<file path="src/srs_pkg.sv">
`timescale 1ns / 1ps
// ----------------------------------------------------------------------------
// srs_pkg: shared types and constants
// Widths, default depth and the job record passed from the load side to the
// selection side.
// ----------------------------------------------------------------------------
package srs_pkg;

    localparam int MAX_SCORES_DEFAULT = 1024;
    localparam int SCORE_W            = 32;
    localparam int FRAC_W             = 32;
    localparam int OUT_W              = 10;

    // job fields are sized for the largest supported vector length
    localparam int JOB_CW = 17;
    localparam int JOB_IW = 16;
    localparam int JOB_SW = SCORE_W + JOB_CW;

    typedef struct packed {
        logic [JOB_CW-1:0]         count;
        logic signed [SCORE_W-1:0] min_score;
        logic [JOB_IW-1:0]         max_position;
        logic signed [JOB_SW-1:0]  raw_sum;
        logic [FRAC_W-1:0]         frac;
        logic                      bank;
    } job_t;

    typedef struct packed {
        logic valid;
        logic bank;
    } release_t;

endpackage

</file>
<file path="src/srs_queue.sv">
`timescale 1ns / 1ps
// ----------------------------------------------------------------------------
// srs_queue: job queue
// Two-entry fifo of job records between the loader and the selector.
// ----------------------------------------------------------------------------
module srs_queue
    import srs_pkg::*;
(
    input  logic clk,
    input  logic rst_n,
    input  logic push,
    input  job_t push_job,
    input  logic pop,
    output logic empty,
    output job_t head
);

    job_t       entry_reg [2];
    logic       wr_ptr_reg, wr_ptr_next;
    logic       rd_ptr_reg, rd_ptr_next;
    logic [1:0] fill_reg, fill_next;
    logic       do_pop;

    assign empty  = (fill_reg == 2'd0);
    assign head   = entry_reg[rd_ptr_reg];
    assign do_pop = pop && !empty;

    always_comb
    begin
        wr_ptr_next = push ? !wr_ptr_reg : wr_ptr_reg;
        rd_ptr_next = do_pop ? !rd_ptr_reg : rd_ptr_reg;
        fill_next   = fill_reg + 2'(push) - 2'(do_pop);
    end

    always_ff @(posedge clk)
    begin
        if (push)
        begin
            entry_reg[wr_ptr_reg] <= push_job;
        end
    end

    always_ff @(posedge clk or negedge rst_n)
    begin
        if (!rst_n)
        begin
            wr_ptr_reg <= 1'b0;
            rd_ptr_reg <= 1'b0;
            fill_reg   <= '0;
        end
        else
        begin
            wr_ptr_reg <= wr_ptr_next;
            rd_ptr_reg <= rd_ptr_next;
            fill_reg   <= fill_next;
        end
    end

endmodule

</file>
<file path="config.mk">
export PLATFORM = sky130hd
export DESIGN_NAME = srs_queue
export DESIGN_NICKNAME = d
export VERILOG_FILES = /design/src/srs_pkg.sv /design/src/srs_queue.sv
export SDC_FILE = /design/constraint.sdc
export NUM_CORES = 1
export LEC_CHECK = 0
export ABC_AREA = 1
export BUFFER_PORTS_ARGS = -buffer_cell sky130_fd_sc_hd__buf_2
export CAP_MARGIN = 20
export CORE_ASPECT_RATIO = 1.1
export CORE_MARGIN = 5
export CORE_UTILIZATION = 30
export CTS_CLUSTER_DIAMETER = 40
export DETAILED_ROUTE_END_ITERATION = 8
export GPL_ROUTABILITY_DRIVEN = 0
export GPL_TIMING_DRIVEN = 0
export PLACE_DENSITY = 0.53
export SYNTH_ARGS = -nofsm -noshare
export SYNTH_HDL_FRONTEND = slang
export SYNTH_SLANG_ARGS = --single-unit
</file>
<file path="constraint.sdc">
create_clock -name clk -period 6.7 [get_ports clk]
set_clock_uncertainty 0.15 [all_clocks]
set_input_delay 0.67 -clock clk [delete_from_list [all_inputs] [get_ports clk]]
set_output_delay 0.67 -clock clk [all_outputs]
set_load 0.01 [all_outputs]
</file>
==> metrics list <==
- The flow ran to the end, and the final reports show no timing, DRC or antenna violations.
- Number of DRC markers in iteration 0: about 280
- Detailed-route wire length per cell: 15.6 um
* Clock share of power: around a third
- Sequential-to-total area share from yosys stat: a little over 80%
* Number of global-route vias before repair: just under 7000
* Initial Utilization: between 30% and 40%
* Number of buffers on the longest clock path: 3
- Post-Syn Instances: around 800
- Relative to the synthesized area, the layout overhead comes to 34.0%.
* Arrival time of data at the critical path endpoint: about 1800 ps
* Post-synthesis register bit count: about 300
* Global router's overall resource usage: between 10% and 20%
- Die Span X: between 150 and 200 um
- Number of port buffers: 298
- Across the run, the number of max-cap violations was 0.
- Source of the worst hold timing path: push_job[142]
* CP Capture Type: output pin
* Count of flip-flops with a built-in enable after synthesis: 294
- Final worst-path cycle share: 39.0%
- Post-layout worst setup margin: around 4100 ps
- Count of unresolved DRC violations after routing: 0
- In the synthesized netlist the async set-or-reset flop fraction comes to 1.34%.
- Number of buffers inserted by hold repair at cts: 1
* CP Class: flip-flop to output pin
- WP data required: 5880 ps
- In this run the number of H-tree levels came out at 2.
* Leakage Power: approximately 6.3 nW
- Setup repair after global routing missed its margin: no
- Total routed wirelength: about 26000 um
* Most common cell in the synthesized netlist: nand2_1
* Placement row count: 73
- Max FFs per register: between 200 and 300
* Antenna Violating Nets Remaining: 0
- Cell types with the largest area share after synthesis: edfxtp_1 80%, nand2_1 15%, buf_6 1.4%
* Worst flop-to-flop path startpoint: wr_ptr_reg
- CP Launch Type: flip-flop
- Inserted Clock Buffers: 41
* HPWL after detailed placement: 17900 um
- Die area: 40500 um2
- Top FF cell, synth: edfxtp_1
* Switching component of the power: around 2.2 mW
- Combinational logic is responsible for 29.9% of the overall power.
* Area of the mapped netlist: 11000 um2
- Final layout net count: 1300
* Commonest cells post-synth: 451 x nand2_1, 294 x edfxtp_1, 14 x buf_2, 14 x buf_6, 9 x inv_1
- The Yosys step of the flow raised 0 warnings.
* Placement-stage worst setup slack: just over 4000 ps
- Ratio of cells with drive above 1 in the final layout: approximately 35%
* Clock transition at the registers of the reported paths: around 60 ps
* Transition time of the tightest slew-check pin: roughly 620 ps
- The share of total power dissipated in sequential elements is 37.3%.
- Total power divided by cell area: ~460 nW/um2
- CTS tree: done
- VDD sags by at most ~0.22 mV.
- Number of buffers inserted to repair setup after CTS: 0
- Count of final hold-check violations: 0
* Distinct cells, synth: 13
- Switching power share of the total: between 30% and 40%
* Ports placed on the boundary: 299
* Worst slew margin relative to its limit: about three fifths
* Largest net degree at the start of global routing: 77
- Clock root buffer master: clkbuf_16
- Min cycle time layout: ~2600 ps
* Max Slew Vio Count: 0
- The min-delay analysis places its worst path in the category input pin to flip-flop.
- On the final layout, the worst hold slack is 184 ps.
- Post-Syn Area per Cell: between 10 and 15 um2
- Antenna violations before repair: 8
- Internal: roughly 4.6 mW
* Final count of negative-setup-slack endpoints: 0
- Vertical die dimension: ~210 um
* Fraction of post-synthesis cell area in the top cell type by area: 80.4%
- Of all nets on the critical path, the largest fanout is 10.
- Global-route wire length before repair: around 40000 um
- Total of fill cells in the finished design: 3420
- Summed over all layers, the global routing overflow is 0.
- Via count: 6867
* Startpoint of the most critical setup path: rd_ptr_reg
- Peak Freq: roughly 0.38 GHz
* Post-Synthesis Net Count: roughly 950
- 1st-pass router iterations: 5
- Total clock sinks: between 200 and 300
- Summed over all instances, the cell type with the most area after synthesis is edfxtp_1.
- In this run, post-CTS repair resized a total of 0 instances.
- Worst-Skew Late Latency: roughly 520 ps
* Routed vias/inst: 4.11
- In this run the standard cell core region covers ~36000 um2.
## cell families (layout without fill, tap and decap cells)
logic type | Yosys count | count (layout) | share of synthesized area [%]
AND/OR/NAND/NOR | 454 | 454 | 15.5
adder cells (fa/ha/maj) | 2 | 2 | 0.228
other | 0 | 3 | 0
XOR/XNOR | 1 | 1 | 0.0798
flip-flops | 298 | 298 | 81.3
buffers and inverters | 43 | 424 | 2.85
## stage by stage
stage | std cells | utilization, % | setup TNS (ps) | power [mW] | instance area [um2]
6_report | 1669 | 40.7 | 0 | 6.82 | 14700
5_1_grt | 1668 | 40.7 | 0 | 7.26 | 14700
4_1_cts | 1666 | 40.7 | 0 | 6.97 | 14700
3_5_place_dp | 1590 | 36.6 | 0 | 4.70 | 13300
3_3_place_gp | 1583 | 36.2 | -183940 | 4.72 | 13100
2_1_floorplan | 798 | - | 0 | 3.76 | 11000
## worst paths after layout
path,cells past startpoint,to,slack [ps]
max in group asynchronous,2,fill_reg[0],5920
setup reg to reg,4,entry_reg[0][133],4590
setup / recovery,6,head[25],4080
hold reg to reg,1,wr_ptr_reg,400
hold / removal,1,entry_reg[1][142],180
min in group asynchronous,2,fill_reg[1],360
## per-layer routing
layer,vias to the layer above,GRT usage [%],share of wire [%],wire length [um]
met4,12,3.96,2.1,553
met1,3153,15.1,40,10500
met5,-,0,0.29,77
met3,49,5.64,11,2760
met2,231,20.1,47,12200
li1,3422,-,-,-
## layout make-up
cell class	instances	area [um2]	area share, %
multi-input combinational	457	1750	11.9
clock buffer	47	1090	7.41
inverter	10	47.5	0.323
buffer	33	273	1.85
sequential	298	8930	60.7
clock inverter	28	353	2.40
antenna	3	7.51	0.0510
tap	487	609	4.14
timing repair buffer	306	1660	11.3
## worst max-delay path, cell delays in order, from the launching register on
cell and delay [ps]:
dfrtp_1 320, buf_4 140, buf_6 190, buf_2 280, nand2_1 80, nand2_1 90, buf_2 170
## cell usage in the layout (no fill, tap or decap)
cell | synthesis | final
xor2_1 | 1 | 1
dlygate4sd3_1 | 0 | 1
buf_2 | 14 | 312
nand3_1 | 2 | 2
buf_12 | 0 | 5
clkinv_1 | 0 | 5
buf_6 | 14 | 14
edfxtp_1 | 294 | 294
diode_2 | 0 | 3
clkinv_2 | 0 | 4
buf_8 | 1 | 1
clkbuf_1 | 0 | 4
buf_4 | 4 | 4
dfrtp_1 | 4 | 4
clkinv_4 | 0 | 4
inv_1 | 9 | 8
nand2_1 | 451 | 451
inv_4 | 1 | 1
inv_6 | 0 | 4
nor2_4 | 0 | 1
inv_8 | 0 | 2
clkinvlp_4 | 0 | 3
ha_1 | 2 | 2
buf_16 | 0 | 2
bufinv_16 | 0 | 7
clkbuf_16 | 0 | 43
## power by group through the flow
stage,clock [mW],sequential [mW],combinational [mW]
after floorplan,0,2.62,1.14
after global placement,0,2.67,2.05
after detailed placement,0,2.58,2.12
after CTS,2.30,2.54,2.12
after global routing,2.39,2.57,2.30
final,2.24,2.54,2.04
(Power assumes the default switching activity.)
