File: src/srs_pkg.sv
`timescale 1ns / 1ps
// ----------------------------------------------------------------------------
// srs_pkg: shared types and constants
// Widths, default depth and the job record passed from the load side to the
// selection side.
// ----------------------------------------------------------------------------
package srs_pkg;

    localparam int MAX_SCORES_DEFAULT = 1024;
    localparam int SCORE_W            = 32;
    localparam int FRAC_W             = 32;
    localparam int OUT_W              = 10;

    // job fields are sized for the largest supported vector length
    localparam int JOB_CW = 17;
    localparam int JOB_IW = 16;
    localparam int JOB_SW = SCORE_W + JOB_CW;

    typedef struct packed {
        logic [JOB_CW-1:0]         count;
        logic signed [SCORE_W-1:0] min_score;
        logic [JOB_IW-1:0]         max_position;
        logic signed [JOB_SW-1:0]  raw_sum;
        logic [FRAC_W-1:0]         frac;
        logic                      bank;
    } job_t;

    typedef struct packed {
        logic valid;
        logic bank;
    } release_t;

endpackage

File: src/srs_back.sv
`timescale 1ns / 1ps
// ----------------------------------------------------------------------------
// srs_back: roulette and argmax selector
// Takes a job, forms the min-shifted total and the threshold, scans the
// stored bank for the first running sum above the threshold and holds the
// result in an output register.
// ----------------------------------------------------------------------------
module srs_back
    import srs_pkg::*;
#(
    parameter int MAX_SCORES = MAX_SCORES_DEFAULT,
    localparam int IW = $clog2(MAX_SCORES),
    localparam int CW = $clog2(MAX_SCORES + 1),
    localparam int SW = SCORE_W + CW
) (
    input  logic               clk,
    input  logic               rst_n,
    input  logic               q_empty,
    input  job_t               q_job,
    output logic               q_pop,
    output logic               ram_re,
    output logic [IW:0]        ram_raddr,
    input  logic [SCORE_W-1:0] ram_rdata,
    output release_t           rel,
    output logic               empty,
    input  logic               pop,
    output logic [OUT_W-1:0]   max_index,
    output logic [OUT_W-1:0]   pick_index
);

    localparam logic [2:0] S_IDLE  = 3'd0;
    localparam logic [2:0] S_PROD  = 3'd1;
    localparam logic [2:0] S_TOTAL = 3'd2;
    localparam logic [2:0] S_MHI   = 3'd3;
    localparam logic [2:0] S_MLO   = 3'd4;
    localparam logic [2:0] S_THR   = 3'd5;
    localparam logic [2:0] S_SCAN  = 3'd6;
    localparam logic [2:0] S_OUT   = 3'd7;

    logic [2:0]                state_reg, state_next;
    logic [CW-1:0]             n_reg, n_next;
    logic signed [SCORE_W-1:0] min_reg, min_next;
    logic [IW-1:0]             best_reg, best_next;
    logic signed [SW-1:0]      sum_reg, sum_next;
    logic [FRAC_W-1:0]         frac_reg, frac_next;
    logic                      bank_reg, bank_next;
    logic signed [SW:0]        prod_reg, prod_next;
    logic [SW-1:0]             total_reg, total_next;
    logic [SW-1:0]             mhi_reg, mhi_next;
    logic [2*FRAC_W-1:0]       mlo_reg, mlo_next;
    logic [SW-1:0]             thr_reg, thr_next;
    logic [SW-1:0]             cdf_reg, cdf_next;
    logic [CW-1:0]             rd_idx_reg, rd_idx_next;
    logic [CW-1:0]             chk_idx_reg, chk_idx_next;
    logic                      rvalid_reg, rvalid_next;
    logic [IW-1:0]             pick_reg, pick_next;
    logic                      out_valid_reg, out_valid_next;
    logic [OUT_W-1:0]          out_best_reg, out_best_next;
    logic [OUT_W-1:0]          out_pick_reg, out_pick_next;

    logic signed [SW:0]        prod_c;
    logic signed [SW:0]        diff_c;
    logic [SW-1:0]             mhi_c;
    logic [2*FRAC_W-1:0]       mlo_c;
    logic [SW:0]               thr_c;
    logic signed [SCORE_W:0]   wdiff_c;
    logic [SW-1:0]             cdf_add;
    logic                      hit;
    logic                      last_chk;
    logic                      slot_free;
    logic [OUT_W+IW-1:0]       best_ext;
    logic [OUT_W+IW-1:0]       pick_ext;

    assign prod_c   = $signed({1'b0, n_reg}) * min_reg;
    assign diff_c   = (SW+1)'(sum_reg) - prod_reg;
    assign mhi_c    = frac_reg * total_reg[SW-1:SCORE_W];
    assign mlo_c    = frac_reg * total_reg[SCORE_W-1:0];
    assign thr_c    = {1'b0, mhi_reg} + (SW+1)'(mlo_reg[2*FRAC_W-1:FRAC_W]);
    assign wdiff_c  = (SCORE_W+1)'($signed(ram_rdata)) - (SCORE_W+1)'(min_reg);
    assign cdf_add  = cdf_reg + SW'(wdiff_c[SCORE_W-1:0]);
    assign hit      = thr_reg < cdf_add;
    assign last_chk = (chk_idx_reg == n_reg - CW'(1));

    assign slot_free = !out_valid_reg || pop;
    assign best_ext  = {{OUT_W{1'b0}}, best_reg};
    assign pick_ext  = {{OUT_W{1'b0}}, pick_reg};

    assign ram_raddr  = {bank_reg, rd_idx_reg[IW-1:0]};
    assign empty      = !out_valid_reg;
    assign max_index  = out_best_reg;
    assign pick_index = out_pick_reg;

    always_comb
    begin
        state_next     = state_reg;
        n_next         = n_reg;
        min_next       = min_reg;
        best_next      = best_reg;
        sum_next       = sum_reg;
        frac_next      = frac_reg;
        bank_next      = bank_reg;
        prod_next      = prod_reg;
        total_next     = total_reg;
        mhi_next       = mhi_reg;
        mlo_next       = mlo_reg;
        thr_next       = thr_reg;
        cdf_next       = cdf_reg;
        rd_idx_next    = rd_idx_reg;
        chk_idx_next   = chk_idx_reg;
        rvalid_next    = 1'b0;
        pick_next      = pick_reg;
        out_valid_next = out_valid_reg && !pop;
        out_best_next  = out_best_reg;
        out_pick_next  = out_pick_reg;
        q_pop          = 1'b0;
        ram_re         = 1'b0;
        rel.valid      = 1'b0;
        rel.bank       = bank_reg;

        unique case (state_reg)
            S_IDLE:
            begin
                if (!q_empty)
                begin
                    q_pop      = 1'b1;
                    n_next     = q_job.count[CW-1:0];
                    min_next   = q_job.min_score;
                    best_next  = q_job.max_position[IW-1:0];
                    sum_next   = q_job.raw_sum[SW-1:0];
                    frac_next  = q_job.frac;
                    bank_next  = q_job.bank;
                    state_next = S_PROD;
                end
            end
            S_PROD:
            begin
                prod_next  = prod_c;
                state_next = S_TOTAL;
            end
            S_TOTAL:
            begin
                total_next = diff_c[SW-1:0];
                state_next = S_MHI;
            end
            S_MHI:
            begin
                mhi_next   = mhi_c;
                state_next = S_MLO;
            end
            S_MLO:
            begin
                mlo_next   = mlo_c;
                state_next = S_THR;
            end
            S_THR:
            begin
                thr_next     = thr_c[SW-1:0];
                cdf_next     = '0;
                rd_idx_next  = '0;
                chk_idx_next = '0;
                state_next   = S_SCAN;
            end
            S_SCAN:
            begin
                if (rd_idx_reg < n_reg)
                begin
                    ram_re      = 1'b1;
                    rvalid_next = 1'b1;
                    rd_idx_next = rd_idx_reg + CW'(1);
                end
                if (rvalid_reg)
                begin
                    cdf_next     = cdf_add;
                    chk_idx_next = chk_idx_reg + CW'(1);
                    if (hit || last_chk)
                    begin
                        // no hit by the end falls back to the last index
                        pick_next   = chk_idx_reg[IW-1:0];
                        rvalid_next = 1'b0;
                        rel.valid   = 1'b1;
                        state_next  = S_OUT;
                    end
                end
            end
            S_OUT:
            begin
                if (slot_free)
                begin
                    out_valid_next = 1'b1;
                    out_best_next  = best_ext[OUT_W-1:0];
                    out_pick_next  = pick_ext[OUT_W-1:0];
                    state_next     = S_IDLE;
                end
            end
            default:
            begin
                state_next = S_IDLE;
            end
        endcase
    end

    always_ff @(posedge clk)
    begin
        n_reg        <= n_next;
        min_reg      <= min_next;
        best_reg     <= best_next;
        sum_reg      <= sum_next;
        frac_reg     <= frac_next;
        bank_reg     <= bank_next;
        prod_reg     <= prod_next;
        total_reg    <= total_next;
        mhi_reg      <= mhi_next;
        mlo_reg      <= mlo_next;
        thr_reg      <= thr_next;
        cdf_reg      <= cdf_next;
        rd_idx_reg   <= rd_idx_next;
        chk_idx_reg  <= chk_idx_next;
        pick_reg     <= pick_next;
        out_best_reg <= out_best_next;
        out_pick_reg <= out_pick_next;
    end

    always_ff @(posedge clk or negedge rst_n)
    begin
        if (!rst_n)
        begin
            state_reg     <= S_IDLE;
            rvalid_reg    <= 1'b0;
            out_valid_reg <= 1'b0;
        end
        else
        begin
            state_reg     <= state_next;
            rvalid_reg    <= rvalid_next;
            out_valid_reg <= out_valid_next;
        end
    end

endmodule

File: config.mk
export PLATFORM = sky130hd
export DESIGN_NAME = srs_back
export DESIGN_NICKNAME = d
export VERILOG_FILES = /design/src/srs_pkg.sv /design/src/srs_back.sv
export SDC_FILE = /design/constraint.sdc
export NUM_CORES = 2
export LEC_CHECK = 0
export BUFFER_PORTS_ARGS = -buffer_cell sky130_fd_sc_hd__buf_2
export CAP_MARGIN = 5
export CORE_MARGIN = 3
export CORE_UTILIZATION = 25
export CTS_CLUSTER_SIZE = 25
export DETAILED_ROUTE_END_ITERATION = 8
export PLACE_DENSITY = 0.51
export SLEW_MARGIN = 20
export SYNTH_ARGS = -nofsm -noshare
export SYNTH_HDL_FRONTEND = slang
export SYNTH_SLANG_ARGS = --single-unit
File: constraint.sdc
create_clock -name clk -period 33.1 [get_ports clk]
set_input_delay 0 -clock clk [delete_from_list [all_inputs] [get_ports clk]]
set_output_delay 0 -clock clk [all_outputs]
set_load 0.005 [all_outputs]
==> summary.md <==
| Metric | Value |
|---|---|
| Starting utilization of the core area | `25.2%` |
| Final critical-path setup slack | `23.30 ns` |
| Overall die height | `559 um` |
| Average wire per standard cell | `18.5 um` |
| Placement-stage worst setup slack | `23.26 ns` |
| Status | `complete, no violations` |
| Standard-cell rows | `202` |
| Antenna-violating nets left | `0` |
| Routability congestion estimate | `slightly below 0.9` |
| Filler Cells Inserted | `~32,000` |
| Highest-delay cell along the critical path | `nor4_1` |
| Number of clock buffers inserted by TritonCTS | `53` |
| Unique cell type count in the Yosys netlist | `81` |
| Number of synthesized register bits | `about 430` |
| Root buf cell | `clkbuf_16` |
| Wire length after detailed routing | `226 mm` |
| Family with the most delay on the worst path | `adder cells` |
| Relative slew slack | `between 20% and 30%` |
| Detailed-placement wirelength estimate | `~170 mm` |
| Count of cells resized by post-cts repair | `0` |
| Post-synthesis area per instance | `9.67 um2` |
| Count of port buffers added during placement | `200` |
| Setup repair after global routing missed its margin | `false` |
| Syn nets | `10,200` |
| Nets | `10,400` |
| # Max-Cap Violations | `0` |
| Cell repeated most along the worst path | `fa_1` |
| Clk buf depth | `3` |
| Final TNS setup | `0 ns` |
| CTS H-tree depth | `2` |
| Clock slew at the register clock pins of the worst setup and hold paths | `approximately 0.060 ns` |
| Area of the mapped netlist | `around 76,000 um2` |
| Die outline area | `~310,000 um2` |
| Ports placed on the boundary | `roughly 220` |
| Worst path arrival time | `between 10 and 15 ns` |
| Required time of the worst setup path | `around 33 ns` |
| Aggregate global routing overflow | `0` |
| Portion of the clock cycle consumed by the worst path in the final layout | `29.6%` |
| Critical path capture point type | `flip-flop` |
| Global-route wire length before repair | `357 mm` |
| Number of buffers and inverters on the critical path | `5` |
| Category of the most critical setup path | `reg -> reg` |
| Final min period | `9.80 ns` |
| Peak fanout along the critical path | `32` |
| All-Layer GR Usage | `between 10% and 20%` |
| Maximum clock skew at final layout | `0.0954 ns` |
| Post-synth top flop | `edfxtp_1` |
| Final Hold Viols | `0` |
| Post-CTS setup repair buffer count | `0` |
| Placeable core region | `about 300,000 um2` |
| Number of global-route vias before repair | `61,500` |
| Max frequency | `between 100 and 150 MHz` |
| Min-Delay Path Class | `in -> reg` |
| DRC errors left | `0` |
| Portion of the post-synthesis area used by sequential elements | `17.0%` |
| Async set or reset register ratio after synthesis | `between 1 and 1.5%` |
| Slew @ Worst Pin | `1.15 ns` |
| Final slew viol count | `0` |
| EDFF count, synth | `around 430` |
| Detailed-routing iteration count for the pre-antenna-repair pass | `5` |
| Pin count of the biggest net entering global routing | `119` |
| Die span in x | `approximately 560 um` |
| Clock latency reported for the late side of the worst-skew pair | `0.71 ns` |
| Area growth from synthesis to final layout | `12.1%` |
| Fraction of final layout cells with drive strength greater than 1 | `5.20%` |
| Syn Inst Count | `7,906` |
| Number of setup violations in the final report | `0` |
| CP Launch Type | `flip-flop` |
| Delay of the slowest cell on the worst path | `about 0.92 ns` |
| Via count | `55,400` |
| Clock tree from TritonCTS | `built` |
| Synth warn | `0` |
| Antenna violations before repair | `19` |
| Avg Vias per Cell | `4.53` |
| 1st-iter DRT viols | `between 3,000 and 4,000` |
| TritonCTS sink count | `433` |
placed cells by master (no fill, tap or decap), types with 9 or more instances in the layout:
master,count
a21oi_1,239
and3_1,34
o21bai_1,17
buf_4,98
dlygate4sd3_1,192
ha_1,629
o211ai_1,12
nand2b_1,40
edfxtp_1,428
o21ai_0,125
clkbuf_16,53
mux2i_1,9
or3_1,19
diode_2,10
nand2_1,1142
or2_2,12
fa_1,1470
o21a_1,37
nor2_1,347
xor2_1,112
clkinv_1,15
and2_1,604
a21o_1,183
nor2b_1,31
nor3_1,36
nand3_1,71
buf_2,200
nand4_1,41
a211oi_1,27
inv_1,1521
o31ai_1,14
a31oi_1,25
xnor2_1,167
final timing paths:
kind / from / endpoint / slack, ns / depth (start not counted)
min reg2reg: best_reg[9]$_DFFE_PP_ / max_index[9]$_DFFE_PP_ / 0.42 / 0
min: q_job[129] / min_reg[31]$_DFFE_PP_ / 0.06 / 2
max in group asynchronous: rst_n / out_valid_reg$_DFF_PN0_ / 32.58 / 3
max: frac_reg[7]$_DFFE_PP_ / mlo_reg[63]$_DFFE_PP_ / 23.30 / 25
min in group asynchronous: rst_n / state_reg[1]$_DFFE_PN0P_ / 0.30 / 3
max reg2reg: frac_reg[7]$_DFFE_PP_ / mlo_reg[63]$_DFFE_PP_ / 23.30 / 25
per-layer routing:
metal | part of all wire [%] | track usage [%] | up-vias
li1 | - | - | 24800
met1 | 42 | 18.7 | 28700
met2 | 49 | 25.5 | 1597
met3 | 5.6 | 2.03 | 348
met4 | 3.3 | 4.40 | 4
met5 | 0.0084 | 0 | -
Yosys cell counts (5+ instances only):
master | count | share of area, %
clkinv_1 | 6 | 0.029
o211ai_1 | 12 | 0.12
fa_1 | 1470 | 39
nor2b_1 | 33 | 0.27
nand2b_1 | 40 | 0.33
nand4_1 | 41 | 0.34
nand2_1 | 1143 | 5.6
a21oi_1 | 239 | 1.6
and4_1 | 8 | 0.092
or3_1 | 19 | 0.16
buf_1 | 12 | 0.059
and2_1 | 605 | 5.0
xor2_1 | 112 | 1.3
a211o_1 | 6 | 0.069
o21a_1 | 37 | 0.36
dfrtp_1 | 5 | 0.16
clkbuf_1 | 330 | 1.6
a41oi_1 | 8 | 0.092
and3_1 | 34 | 0.28
a21o_1 | 183 | 1.8
a221o_1 | 7 | 0.092
nand3_1 | 71 | 0.46
mux2i_1 | 9 | 0.12
nor4_1 | 7 | 0.057
o21ai_1 | 8 | 0.052
buf_4 | 12 | 0.12
a211oi_1 | 27 | 0.27
o221ai_1 | 6 | 0.069
o21ai_0 | 125 | 0.82
o31ai_1 | 14 | 0.14
or2_2 | 12 | 0.098
a221oi_1 | 6 | 0.069
inv_1 | 1521 | 7.5
edfxtp_1 | 428 | 17
ha_1 | 629 | 10
o31a_1 | 8 | 0.092
xnor2_1 | 167 | 1.9
a31oi_1 | 25 | 0.20
nor3_1 | 36 | 0.24
nor2_1 | 349 | 1.7
o21bai_1 | 17 | 0.17
nand3b_1 | 5 | 0.049
stage by stage:
stage	hold slack [ns]	util, %	instance area [um2]	std cells
final	0.0568	28.2	85700	12200
after global routing	0.0218	28.2	85700	12200
after CTS	0.00112	28.2	85700	12200
after detailed placement	-0.164	27.0	82000	11900
after global placement	-0.164	27.0	81900	11900
after floorplan	-0.296	-	76400	7906
cell type report:
class	instances	area, um2	share of cell area [%]
antenna	10	25.0	0.0292
clock buffer	61	1360	1.58
timing repair buffer	494	3720	4.34
tap	4080	5100	5.96
multi-input combinational	5588	56400	65.8
clock inverter	35	425	0.496
sequential	433	13000	15.1
inverter	1527	5730	6.69
what timing repair did:
action,CTS,global route
hold endpoints to repair,155,0
hold buffers,192,0
endpoints found under the setup margin,0,0
cell families (layout without fill, tap and decap cells):
| family | after synthesis | after routing | share of synthesized area [%] |
|---|---|---|---|
| simple gates | 2415 | 2415 | 14.8 |
| fa+ha+maj | 2099 | 2099 | 48.8 |
| buf+inv | 1885 | 2117 | 9.33 |
| compound gates | 785 | 785 | 6.75 |
| flops | 433 | 433 | 17.0 |
| xor+xnor | 279 | 279 | 3.20 |
| mux | 10 | 10 | 0.133 |
| other cells | 0 | 10 | 0 |
Power is not shown: default switching activity piles up to over one toggle a cycle in this logic, so the estimate is an artifact.
