--- config.mk ---
export PLATFORM = sky130hd
export DESIGN_NAME = srs_front
export DESIGN_NICKNAME = d
export VERILOG_FILES = /design/src/srs_pkg.sv /design/src/srs_front.sv
export SDC_FILE = /design/constraint.sdc
export NUM_CORES = 1
export LEC_CHECK = 0
export ABC_AREA = 1
export BUFFER_PORTS_ARGS = -buffer_cell sky130_fd_sc_hd__buf_2
export CAP_MARGIN = 40
export CORE_MARGIN = 8
export CORE_UTILIZATION = 40
export CTS_CLUSTER_SIZE = 10
export DETAILED_ROUTE_END_ITERATION = 8
export GPL_TIMING_DRIVEN = 1
export MAX_ROUTING_LAYER = met4
export PLACE_DENSITY_LB_ADDON = 0.25
export SLEW_MARGIN = 20
export SYNTH_ARGS = -nofsm -noshare
export SYNTH_HDL_FRONTEND = slang
export SYNTH_SLANG_ARGS = --single-unit
--- constraint.sdc ---
create_clock -name clk -period 5.1 [get_ports clk]
set_input_delay 0.765 -clock clk [delete_from_list [all_inputs] [get_ports clk]]
set_output_delay 0.765 -clock clk [all_outputs]
set_load 0.1 [all_outputs]
--- src/srs_pkg.sv ---
`timescale 1ns / 1ps
// ----------------------------------------------------------------------------
// srs_pkg: shared types and constants
// Widths, default depth and the job record passed from the load side to the
// selection side.
// ----------------------------------------------------------------------------
package srs_pkg;

    localparam int MAX_SCORES_DEFAULT = 1024;
    localparam int SCORE_W            = 32;
    localparam int FRAC_W             = 32;
    localparam int OUT_W              = 10;

    // job fields are sized for the largest supported vector length
    localparam int JOB_CW = 17;
    localparam int JOB_IW = 16;
    localparam int JOB_SW = SCORE_W + JOB_CW;

    typedef struct packed {
        logic [JOB_CW-1:0]         count;
        logic signed [SCORE_W-1:0] min_score;
        logic [JOB_IW-1:0]         max_position;
        logic signed [JOB_SW-1:0]  raw_sum;
        logic [FRAC_W-1:0]         frac;
        logic                      bank;
    } job_t;

    typedef struct packed {
        logic valid;
        logic bank;
    } release_t;

endpackage

--- src/srs_front.sv ---
`timescale 1ns / 1ps
// ----------------------------------------------------------------------------
// srs_front: score loader
// Stores each score (up to MAX_SCORES) in the current bank, tracks count,
// minimum, first maximum and sum; the last score hands a job to the selector.
// ----------------------------------------------------------------------------
module srs_front
    import srs_pkg::*;
#(
    parameter int MAX_SCORES = MAX_SCORES_DEFAULT,
    localparam int IW = $clog2(MAX_SCORES),
    localparam int CW = $clog2(MAX_SCORES + 1),
    localparam int SW = SCORE_W + CW
) (
    input  logic                      clk,
    input  logic                      rst_n,
    input  logic                      push,
    output logic                      full,
    input  logic signed [SCORE_W-1:0] score,
    input  logic [FRAC_W-1:0]         rand_fraction,
    input  logic                      last,
    output logic                      ram_we,
    output logic [IW:0]               ram_waddr,
    output logic [SCORE_W-1:0]        ram_wdata,
    output logic                      job_push,
    output job_t                      job,
    input  release_t                  rel
);

    logic [CW-1:0]             count_reg, count_next, count_upd;
    logic signed [SCORE_W-1:0] min_reg, min_next, min_upd;
    logic signed [SCORE_W-1:0] max_reg, max_next, max_upd;
    logic [IW-1:0]             pos_reg, pos_next, pos_upd;
    logic signed [SW-1:0]      sum_reg, sum_next, sum_upd;
    logic                      bank_reg, bank_next;
    logic [1:0]                busy_reg, busy_next;
    logic                      accept;
    logic                      room;
    logic                      take_max;

    assign full   = busy_reg[bank_reg];
    assign accept = push && !full;
    assign room   = count_reg < CW'(MAX_SCORES);

    assign take_max  = (count_reg == '0) || (score > max_reg);
    assign count_upd = room ? count_reg + CW'(1) : count_reg;
    assign min_upd   = (room && (score < min_reg)) ? score : min_reg;
    assign max_upd   = (room && take_max) ? score : max_reg;
    assign pos_upd   = (room && take_max) ? count_reg[IW-1:0] : pos_reg;
    assign sum_upd   = room ? sum_reg + SW'(score) : sum_reg;

    assign ram_we    = accept && room;
    assign ram_waddr = {bank_reg, count_reg[IW-1:0]};
    assign ram_wdata = score;

    assign job_push         = accept && last;
    assign job.count        = JOB_CW'(count_upd);
    assign job.min_score    = min_upd;
    assign job.max_position = JOB_IW'(pos_upd);
    assign job.raw_sum      = JOB_SW'(sum_upd);
    assign job.frac         = rand_fraction;
    assign job.bank         = bank_reg;

    always_comb
    begin
        count_next = count_reg;
        min_next   = min_reg;
        max_next   = max_reg;
        pos_next   = pos_reg;
        sum_next   = sum_reg;
        bank_next  = bank_reg;
        busy_next  = busy_reg;
        if (rel.valid)
        begin
            busy_next[rel.bank] = 1'b0;
        end
        if (accept)
        begin
            if (last)
            begin
                // vector closed: restart stats in the other bank
                count_next          = '0;
                min_next            = {1'b0, {(SCORE_W-1){1'b1}}};
                max_next            = {1'b1, {(SCORE_W-1){1'b0}}};
                pos_next            = '0;
                sum_next            = '0;
                bank_next           = !bank_reg;
                busy_next[bank_reg] = 1'b1;
            end
            else
            begin
                count_next = count_upd;
                min_next   = min_upd;
                max_next   = max_upd;
                pos_next   = pos_upd;
                sum_next   = sum_upd;
            end
        end
    end

    always_ff @(posedge clk or negedge rst_n)
    begin
        if (!rst_n)
        begin
            count_reg <= '0;
            min_reg   <= {1'b0, {(SCORE_W-1){1'b1}}};
            max_reg   <= {1'b1, {(SCORE_W-1){1'b0}}};
            pos_reg   <= '0;
            sum_reg   <= '0;
            bank_reg  <= 1'b0;
            busy_reg  <= '0;
        end
        else
        begin
            count_reg <= count_next;
            min_reg   <= min_next;
            max_reg   <= max_next;
            pos_reg   <= pos_next;
            sum_reg   <= sum_next;
            bank_reg  <= bank_next;
            busy_reg  <= busy_next;
        end
    end

endmodule

==> flow_metrics.tcl, run 1 <==
set metrics [dict create \
    first_pass_grt_wire_length_um 62860 \
    cts_hold_repair.buffers 0 \
    cts.repair_timing.setup_buffer_count 0 \
    drc 0 \
    final_layout_setup_total_negative_slack_ps 0 \
    initial_utilization_pct 40.57 \
    final.setup_skew_ps 16.17 \
    clk_root_buffer_cell "clkbuf_16" \
    first_global_vias 11592 \
    die_w_um 189.2 \
    synth.cell_area_sq_um 11990 \
    clock_latency_ps 430 \
    detail_route.iter0.violations 710 \
    grt_antenna_before_repair 0 \
    fin_ws_ps 514.6 \
    drt_pre_antenna_iters 5 \
    timing.max_slew.rel_slack_pct 49.47 \
    max_reg_flops 43 \
    die_height_um 189.2 \
    layout_min_cycle_time_ps 4585 \
    startpoint_types "input port" \
    cts_htree_levels 4 \
    synth_async_sr_flop_share_pct 100.0 \
    run_status "completed" \
    preCtsSetupSlack_ps 599.4 \
    worst-path-buf-inv 2 \
    grt_max_degree 106 \
    transition_time_of_the_tightest_slew_check_pin_ps 757.1 \
    port_buffers 186 \
    max_clock_freq_mhz 218.1 \
    critPathSlowestCell "ha_1" \
    tritoncts "built" \
    fp.coreArea_sq_um 29560 \
    min_path_type "in -> async" \
    clock_slew_at_reported_path_ffs_ps 70 \
    critical_path.endpoint_type "output port" \
    critPathMaxStageDelay_ps 440 \
    hpwl_reported_at_the_end_of_detailed_placement_um 30040 \
    critical_path_required_ps 4340 \
    storage_element_area_sq_um 3318 \
    post_synth.cell_area_avg_sq_um 6.776 \
    synth_cell_types 47 \
    final-setup-viol-count 0 \
    max_cap_violations 0 \
    wl_um 39250 \
    synth_cells 1770 \
    gr-total-overflow 0 \
    area_growth_syn_to_layout_pct 14.69 \
    num_antenna_cells 0 \
    ys_seq_elements 131 \
    cts.repair.resized 0 \
    layout-drive-gt1-share_pct 17.57 \
    clock_path_buffers 2 \
    place_congestion 0.9464 \
    fin_crit_sh_pct 89.91 \
    wl_per_cell_um 17.39 \
    cp.arrival_ps 3820 \
    final-instance-count-excl-fill 2257 \
    boundaryPins 263 \
    die_area_sq_um 35780 \
    slew_violations 0 \
    finalNetCount 2032 \
    cts_inserted_buffers 17 \
    rsz0062_at_grt "no" \
    routed-via-count 11715 \
    detailed_place.area_sq_um 13100 \
    cts_sinks 131 \
    critPathMaxFanout 17 \
    timing.critical_path.cells "buf_2, ha_1, nand2_1, nor2_2, nand2_1, nor3b_2, nand2_1, nand3_1, nand3_1, nand2_2, nand2_2, nand2_1, and2_1, buf_2" \
    synth-edff-count 0 \
    hold_violations 0 \
    critPathMostFrequentCell "nand2_1" \
    globalRouteTotalUtil_pct 22.31 \
    synthFlopType "dfrtp_1" \
    num_rows 63 \
    crit_family "simple AND/OR/NAND/NOR gates" \
    viasPerCell 5.191 \
    yosys_warnings 0 \
    critPathKind "in -> out" \
    fin_area_sq_um 13750 \
    multiInputGateArea_sq_um 6875 \
    place_inst 2222 \
    synth.yosys.seq_area_share_pct 27.67 \
    ant_nets 0 \
    fill_cells 3076 \
]
[path summary, 6_finish.rpt]
check | startpoint | endpoint | slack [ps] | depth (start not counted)
min in group clk | pos_reg[6] | pos_reg[6] | 480 | 2
hold / removal | rst_n | bank_reg | 240 | 1
hold reg to reg | pos_reg[6] | pos_reg[6] | 480 | 2
max in group asynchronous | rst_n | min_reg[16] | 4010 | 2
setup / recovery | score[31] | job[84] | 510 | 14
setup reg to reg | max_reg[31] | max_reg[1] | 1690 | 14
[worst register-to-register path, cell delays in order, from the launching register on]
cell and delay [ps]:
dfstp_2 570, inv_1 60, ha_1 350, nand2_1 120
nor2_2 140, nand2_1 130, nor3b_2 300, nand2_1 120
nand3_1 80, nand3_1 230, nand2_2 320, nand2_4 140
nand2_2 70, buf_4 480, o21ai_1 150
[placed cells by master (no fill, tap or decap), drive strengths merged, types with 6 or more instances in the layout]
| cell | synthesis | final |
|---|---|---|
| nor4 | 6 | 6 |
| and2 | 18 | 18 |
| nand3 | 130 | 130 |
| o21bai | 6 | 6 |
| o21a | 8 | 8 |
| a21boi | 8 | 8 |
| a21oi | 85 | 85 |
| inv | 239 | 243 |
| conb | 1 | 12 |
| nand2 | 494 | 494 |
| or2 | 21 | 21 |
| clkbuf | 30 | 19 |
| dfstp | 32 | 32 |
| o21ai | 141 | 141 |
| a21o | 11 | 11 |
| ha | 107 | 107 |
| nand4 | 52 | 52 |
| a31oi | 9 | 9 |
| nor3 | 13 | 13 |
| buf | 114 | 198 |
| nor2 | 111 | 111 |
| xor2 | 11 | 11 |
| dfrtp | 99 | 99 |
[synthesized netlist by cell type, drive strengths merged, types with 6 or more instances]
cell      n  area [sq um]
a21boi    8         60.06
clkbuf   30         112.6
buf     114         842.1
dfstp    32         840.8
o21bai    6         45.04
nor2    111         426.7
or2      21         131.4
a21o     11         82.58
nand2   494          1869
nor4      6         43.79
o21ai   141         822.0
a31oi     9         56.30
o21a      8         60.06
nand4    52         325.3
ha      107          1339
xor2     11         96.34
and2     18         112.6
inv     239         897.1
nor3     13         65.06
nand3   130         660.6
dfrtp    99          2477
a21oi    85         425.4
[layout make-up]
type                            count  area share [%]
Timing Repair Buffer              198           11.40
Tap cell                          390           3.548
Multi-Input combinational cell   1266           49.99
Sequential cell                   131           24.12
Clock buffer                       19           3.293
Inverter                          240           6.568
Clock inverter                     13           1.083
[cell families after synthesis]
| family | Yosys count | synth area share, % |
|---|---|---|
| AND/OR/NAND/NOR | 852 | 30.77 |
| buffers and inverters | 384 | 15.47 |
| AO/OA/AOI/OAI | 282 | 13.86 |
| flip-flops | 131 | 27.67 |
| adder cells (fa/ha/maj) | 108 | 11.33 |
| XOR/XNOR | 12 | 0.8764 |
| other | 1 | 0.03127 |
[per-stage QoR]
stage	hold WS, ps	utilization [%]
floorplan	449.1	-
global placement	463.0	44.23
detailed placement	469.3	44.33
CTS	249.8	46.36
global route	262.8	46.53
finish	238.4	46.53
[layer usage]
layer / global-route usage, % / up-vias / wire (um)
met1: 28.83 / 5508 / 18440
met3: 3.992 / 42 / 2212
met2: 36.12 / 328 / 18000
met4: 4.811 / 0 / 586
met5: - / - / 0
li1: - / 5837 / -
Power of run 1 is not shown: default switching activity piles up to over one toggle a cycle in this logic, so the estimate is an artifact.
==> run 2: changes to the inputs <==
--- a/config.mk
+++ b/config.mk
@@ -9,7 +9,7 @@
 export BUFFER_PORTS_ARGS = -buffer_cell sky130_fd_sc_hd__buf_2
 export CAP_MARGIN = 40
 export CORE_MARGIN = 8
-export CORE_UTILIZATION = 40
+export CORE_UTILIZATION = 55
 export CTS_CLUSTER_SIZE = 10
 export DETAILED_ROUTE_END_ITERATION = 8
 export GPL_TIMING_DRIVEN = 1
==> flow_metrics.tcl, run 2 (synthesized netlist as in run 1, its figures left out) <==
set metrics [dict create \
    run_status "completed" \
    port_buffers 186 \
    first_global_vias 11543 \
    critPathMostFrequentCell "nand2_1" \
    timing.critical_path.cells "buf_2, ha_1, nand2_1, nor2_2, nand2_1, nor3b_2, nand2_1, nand3_1, nand3_1, nand2_2, nand2_2, nand2_1, and2_1, buf_2" \
    most-common-layout-cells "nand2_1 (490), inv_1 (238), buf_2 (153)" \
    initial_utilization_pct 55.47 \
    critPathSlowestCell "ha_1" \
    fin_ws_ps 728.6 \
    fin_crit_sh_pct 85.71 \
    grt_antenna_before_repair 0 \
    routed-via-count 11818 \
    critPathKind "in -> out" \
    globalRouteTotalUtil_pct 28.83 \
    critPathMaxStageDelay_ps 440 \
    ant_nets 0 \
    max_clock_freq_mhz 228.8 \
    final.setup_skew_ps 15.51 \
    cp.arrival_ps 3610 \
    critical_path.endpoint_type "output port" \
    num_rows 54 \
    cts.repair.resized 0 \
    wl_per_cell_um 17.46 \
    hold_violations 0 \
    worst-r2r-setup-slack_ps 1730 \
    clock_path_buffers 2 \
    num_antenna_cells 0 \
    final_layout_setup_total_negative_slack_ps 0 \
    cts_htree_levels 4 \
    die_area_sq_um 26790 \
    fp.coreArea_sq_um 21620 \
    rsz0062_at_grt "no" \
    clock_latency_ps 440 \
    drc 0 \
    preCtsSetupSlack_ps 712.8 \
    startpoint_types "input port" \
    boundaryPins 263 \
    clock_slew_at_reported_path_ffs_ps 70 \
    die_w_um 163.7 \
    holdWs_ps 199.3 \
    critical_path.reg2reg.endpoint "max_reg[24]" \
    transition_time_of_the_tightest_slew_check_pin_ps 804.4 \
    hpwl_reported_at_the_end_of_detailed_placement_um 28640 \
    wl_um 37460 \
    timing.max_slew.rel_slack_pct 46.24 \
    grt_max_degree 114 \
    cts_sinks 131 \
    final-setup-viol-count 0 \
    critPathMaxFanout 17 \
    tritoncts "built" \
    detail_route.iter0.violations 833 \
    area_growth_syn_to_layout_pct 13.72 \
    layout-drive-gt1-share_pct 17.52 \
    viasPerCell 5.507 \
    drt_pre_antenna_iters 5 \
    place_congestion 0.9558 \
    die_height_um 163.7 \
    cts_hold_repair.buffers 0 \
    layout.cells.most_common "nand2_1" \
    max_reg_flops 43 \
    max_cap_violations 0 \
    finalNetCount 2031 \
    clk_root_buffer_cell "clkbuf_16" \
    rr_startpoint "max_reg[31]" \
    min_path_type "in -> async" \
    fill_cells 1986 \
    gr-total-overflow 0 \
    worst_r2r_path_depth 14 \
    critical_path_required_ps 4340 \
    cts_inserted_buffers 17 \
    layout_min_cycle_time_ps 4371 \
    first_pass_grt_wire_length_um 59870 \
    cts.repair_timing.setup_buffer_count 0 \
    slew_violations 0 \
]
==> run 2: changes by cell type in the layout (fill, tap and decap cells not counted), sizes merged <==
| cell | delta |
|---|---|
| bufinv | +1 |
| buf | -1 |
| inv | +2 |
| clkbuf | -2 |
| clkinvlp | -2 |
| clkinv | +1 |
==> run 2: cell type report <==
| type | instances | area [sq um] | share of cell area [%] |
|---|---|---|---|
| clock buffer | 17 | 425.4 | 3.119 |
| inverter | 240 | 902.1 | 6.615 |
| timing repair buffer | 197 | 1582 | 11.60 |
| sequential | 131 | 3318 | 24.33 |
| tap | 280 | 350.3 | 2.569 |
| multi-input combinational | 1266 | 6868 | 50.36 |
| clock inverter | 15 | 192.7 | 1.413 |
==> run 2: routing by layer <==
| metal | global-route usage [%] | wire length [um] |
|---|---|---|
| met5 | - | 0 |
| met4 | 9.050 | 803 |
| met3 | 4.688 | 2311 |
| met2 | 46.11 | 17510 |
| met1 | 36.84 | 16840 |
==> run 2: through the flow <==
step / cells / cell area (sq um) / util (%)
floorplan: 1781 / 12030 / -
global placement: 2110 / 12930 / 59.82
detailed placement: 2112 / 12980 / 60.04
CTS: 2144 / 13600 / 62.90
global route: 2146 / 13640 / 63.08
finish: 2146 / 13640 / 63.08
==> run 2: critical path: cells and delay by family <==
kind	cells	cell delay, ps
buffers and inverters	2	690
adders and majority gates	1	440
and+or+nand+nor	11	1700
==> run 2: how the worst max path moves through the flow <==
| stage | end | depth (start not counted) | start |
|---|---|---|---|
| 2_1_floorplan | job[62] | 14 | score[2] |
| 5_1_grt | job[129] | 15 | score[31] |
| 3_5_place_dp | job[89] | 14 | score[31] |
| 3_3_place_gp | job[89] | 14 | score[31] |
| 4_1_cts | job[89] | 14 | score[31] |
| 6_report | job[91] | 14 | score[31] |
Power of run 2 is left out for the same reason.
==> run 3: changes to the inputs <==
--- a/config.mk
+++ b/config.mk
@@ -6,8 +6,7 @@
 export NUM_CORES = 1
 export LEC_CHECK = 0
 export ABC_AREA = 1
-export BUFFER_PORTS_ARGS = -buffer_cell sky130_fd_sc_hd__buf_2
-export CAP_MARGIN = 40
+export BUFFER_PORTS_ARGS = -buffer_cell sky130_fd_sc_hd__clkbuf_2
 export CORE_MARGIN = 8
 export CORE_UTILIZATION = 55
 export CTS_CLUSTER_SIZE = 10
==> flow_metrics.tcl, run 3 (synthesized netlist as in run 1, its figures left out) <==
set metrics [dict create \
    run_status "completed" \
    clock_latency_ps 430 \
    grt_antenna_before_repair 0 \
    area_growth_syn_to_layout_pct 13.43 \
    num_rows 54 \
    final-setup-viol-count 0 \
    num_antenna_cells 0 \
    fp.coreArea_sq_um 21620 \
    tritoncts "built" \
    cts_htree_levels 4 \
    hpwl_reported_at_the_end_of_detailed_placement_um 29020 \
    hold_violations 0 \
    critical_path.endpoint_type "output port" \
    cts_sinks 131 \
    layout_min_cycle_time_ps 4533 \
    globalRouteTotalUtil_pct 29.15 \
    clk_root_buffer_cell "clkbuf_16" \
    worst-r2r-setup-slack_ps 1710 \
    first_global_vias 11604 \
    wl_um 38040 \
    transition_time_of_the_tightest_slew_check_pin_ps 887.8 \
    fin_crit_sh_pct 88.88 \
    critPathMaxFanout 17 \
    multiInputGateArea_sq_um 6868 \
    layout.cells.most_common "nand2_1" \
    cts.repair_timing.setup_buffer_count 0 \
    max_clock_freq_mhz 220.6 \
    drt_pre_antenna_iters 6 \
    max_reg_flops 43 \
    port_buffers 186 \
    final_layout_setup_total_negative_slack_ps 0 \
    finalNetCount 2031 \
    max_cap_violations 0 \
    place_congestion 0.9614 \
    fill_cells 1994 \
    clock_slew_at_reported_path_ffs_ps 70 \
    rsz0062_at_grt "no" \
    critical_path_required_ps 4340 \
    clock_path_buffers 2 \
    die_height_um 163.7 \
    routed-via-count 11940 \
    cts.repair.resized 0 \
    cts_inserted_buffers 17 \
    viasPerCell 5.564 \
    detail_route.iter0.violations 920 \
    grt_max_degree 92 \
    startpoint_types "input port" \
    final.setup_skew_ps 9.477 \
    critPathKind "in -> out" \
    die_area_sq_um 26790 \
    cp.arrival_ps 3770 \
    die_w_um 163.7 \
    first_pass_grt_wire_length_um 60690 \
    fin_util_pct 62.92 \
    layout-drive-gt1-share_pct 17.52 \
    drc 0 \
    initial_utilization_pct 55.47 \
    gr-total-overflow 0 \
    storage_element_area_sq_um 3318 \
    boundaryPins 263 \
    timing.max_slew.rel_slack_pct 40.81 \
    most-common-layout-cells "nand2_1 (490), inv_1 (238), clkbuf_2 (153)" \
    ant_nets 0 \
    cts_hold_repair.buffers 0 \
    slew_violations 0 \
    wl_per_cell_um 17.72 \
    min_path_type "in -> async" \
]
-- run 3: changes by cell type in the layout (fill, tap and decap cells not counted), sizes merged --
cell      delta
inv          -3
bufinv       +1
clkinvlp     +1
buf        -153
clkbuf     +155
clkinv       -1
-- run 3: worst max-delay path: stages --
cell	delay, ps
clkbuf_2	350
ha_1	500
nand2_1	100
nor2_2	130
nand2_1	80
nor3b_2	230
nand2_1	100
nand3_1	90
nand3_1	210
nand2_2	290
nand2_2	200
nand2_1	120
and2_1	140
clkbuf_2	460
-- run 3: per-stage QoR --
step / hold WS (ps) / setup WS, ps / cell area, sq um / instances
2_1_floorplan: 449.1 / 120.7 / 12030 / 1781
3_3_place_gp: 462.4 / 761.6 / 12950 / 2114
3_5_place_dp: 465.7 / 602.4 / 12950 / 2114
4_1_cts: 431.0 / 580.3 / 13600 / 2146
5_1_grt: 451.6 / 380.9 / 13600 / 2146
6_report: 381.8 / 567.1 / 13600 / 2146
-- run 3: area by class of cell --
type	instances	area share [%]
Clock buffer	19	3.330
Clock inverter	13	1.462
Inverter	240	6.632
Multi-Input combinational cell	1266	50.49
Sequential cell	131	24.39
Tap cell	280	2.575
Timing Repair Buffer	197	11.12
-- run 3: routing by layer --
layer	GRT usage (%)	wire length, um	vias up
met5	-	0	-
met4	9.050	871	0
met3	3.654	2108	66
met2	48.03	17910	370
met1	36.78	17150	5667
li1	-	-	5837
-- run 3: worst paths after layout --
kind	from	end	cells past startpoint
worst max-delay path	score[31]	job[91]	14
worst min-delay path	rst_n	busy_reg[0]	1
worst max register to register	max_reg[31]	max_reg[24]	14
worst min register to register	pos_reg[5]	pos_reg[5]	2
max in group asynchronous	rst_n	sum_reg[27]	2
min in group clk	pos_reg[5]	pos_reg[5]	2
Power of run 3 is left out for the same reason.
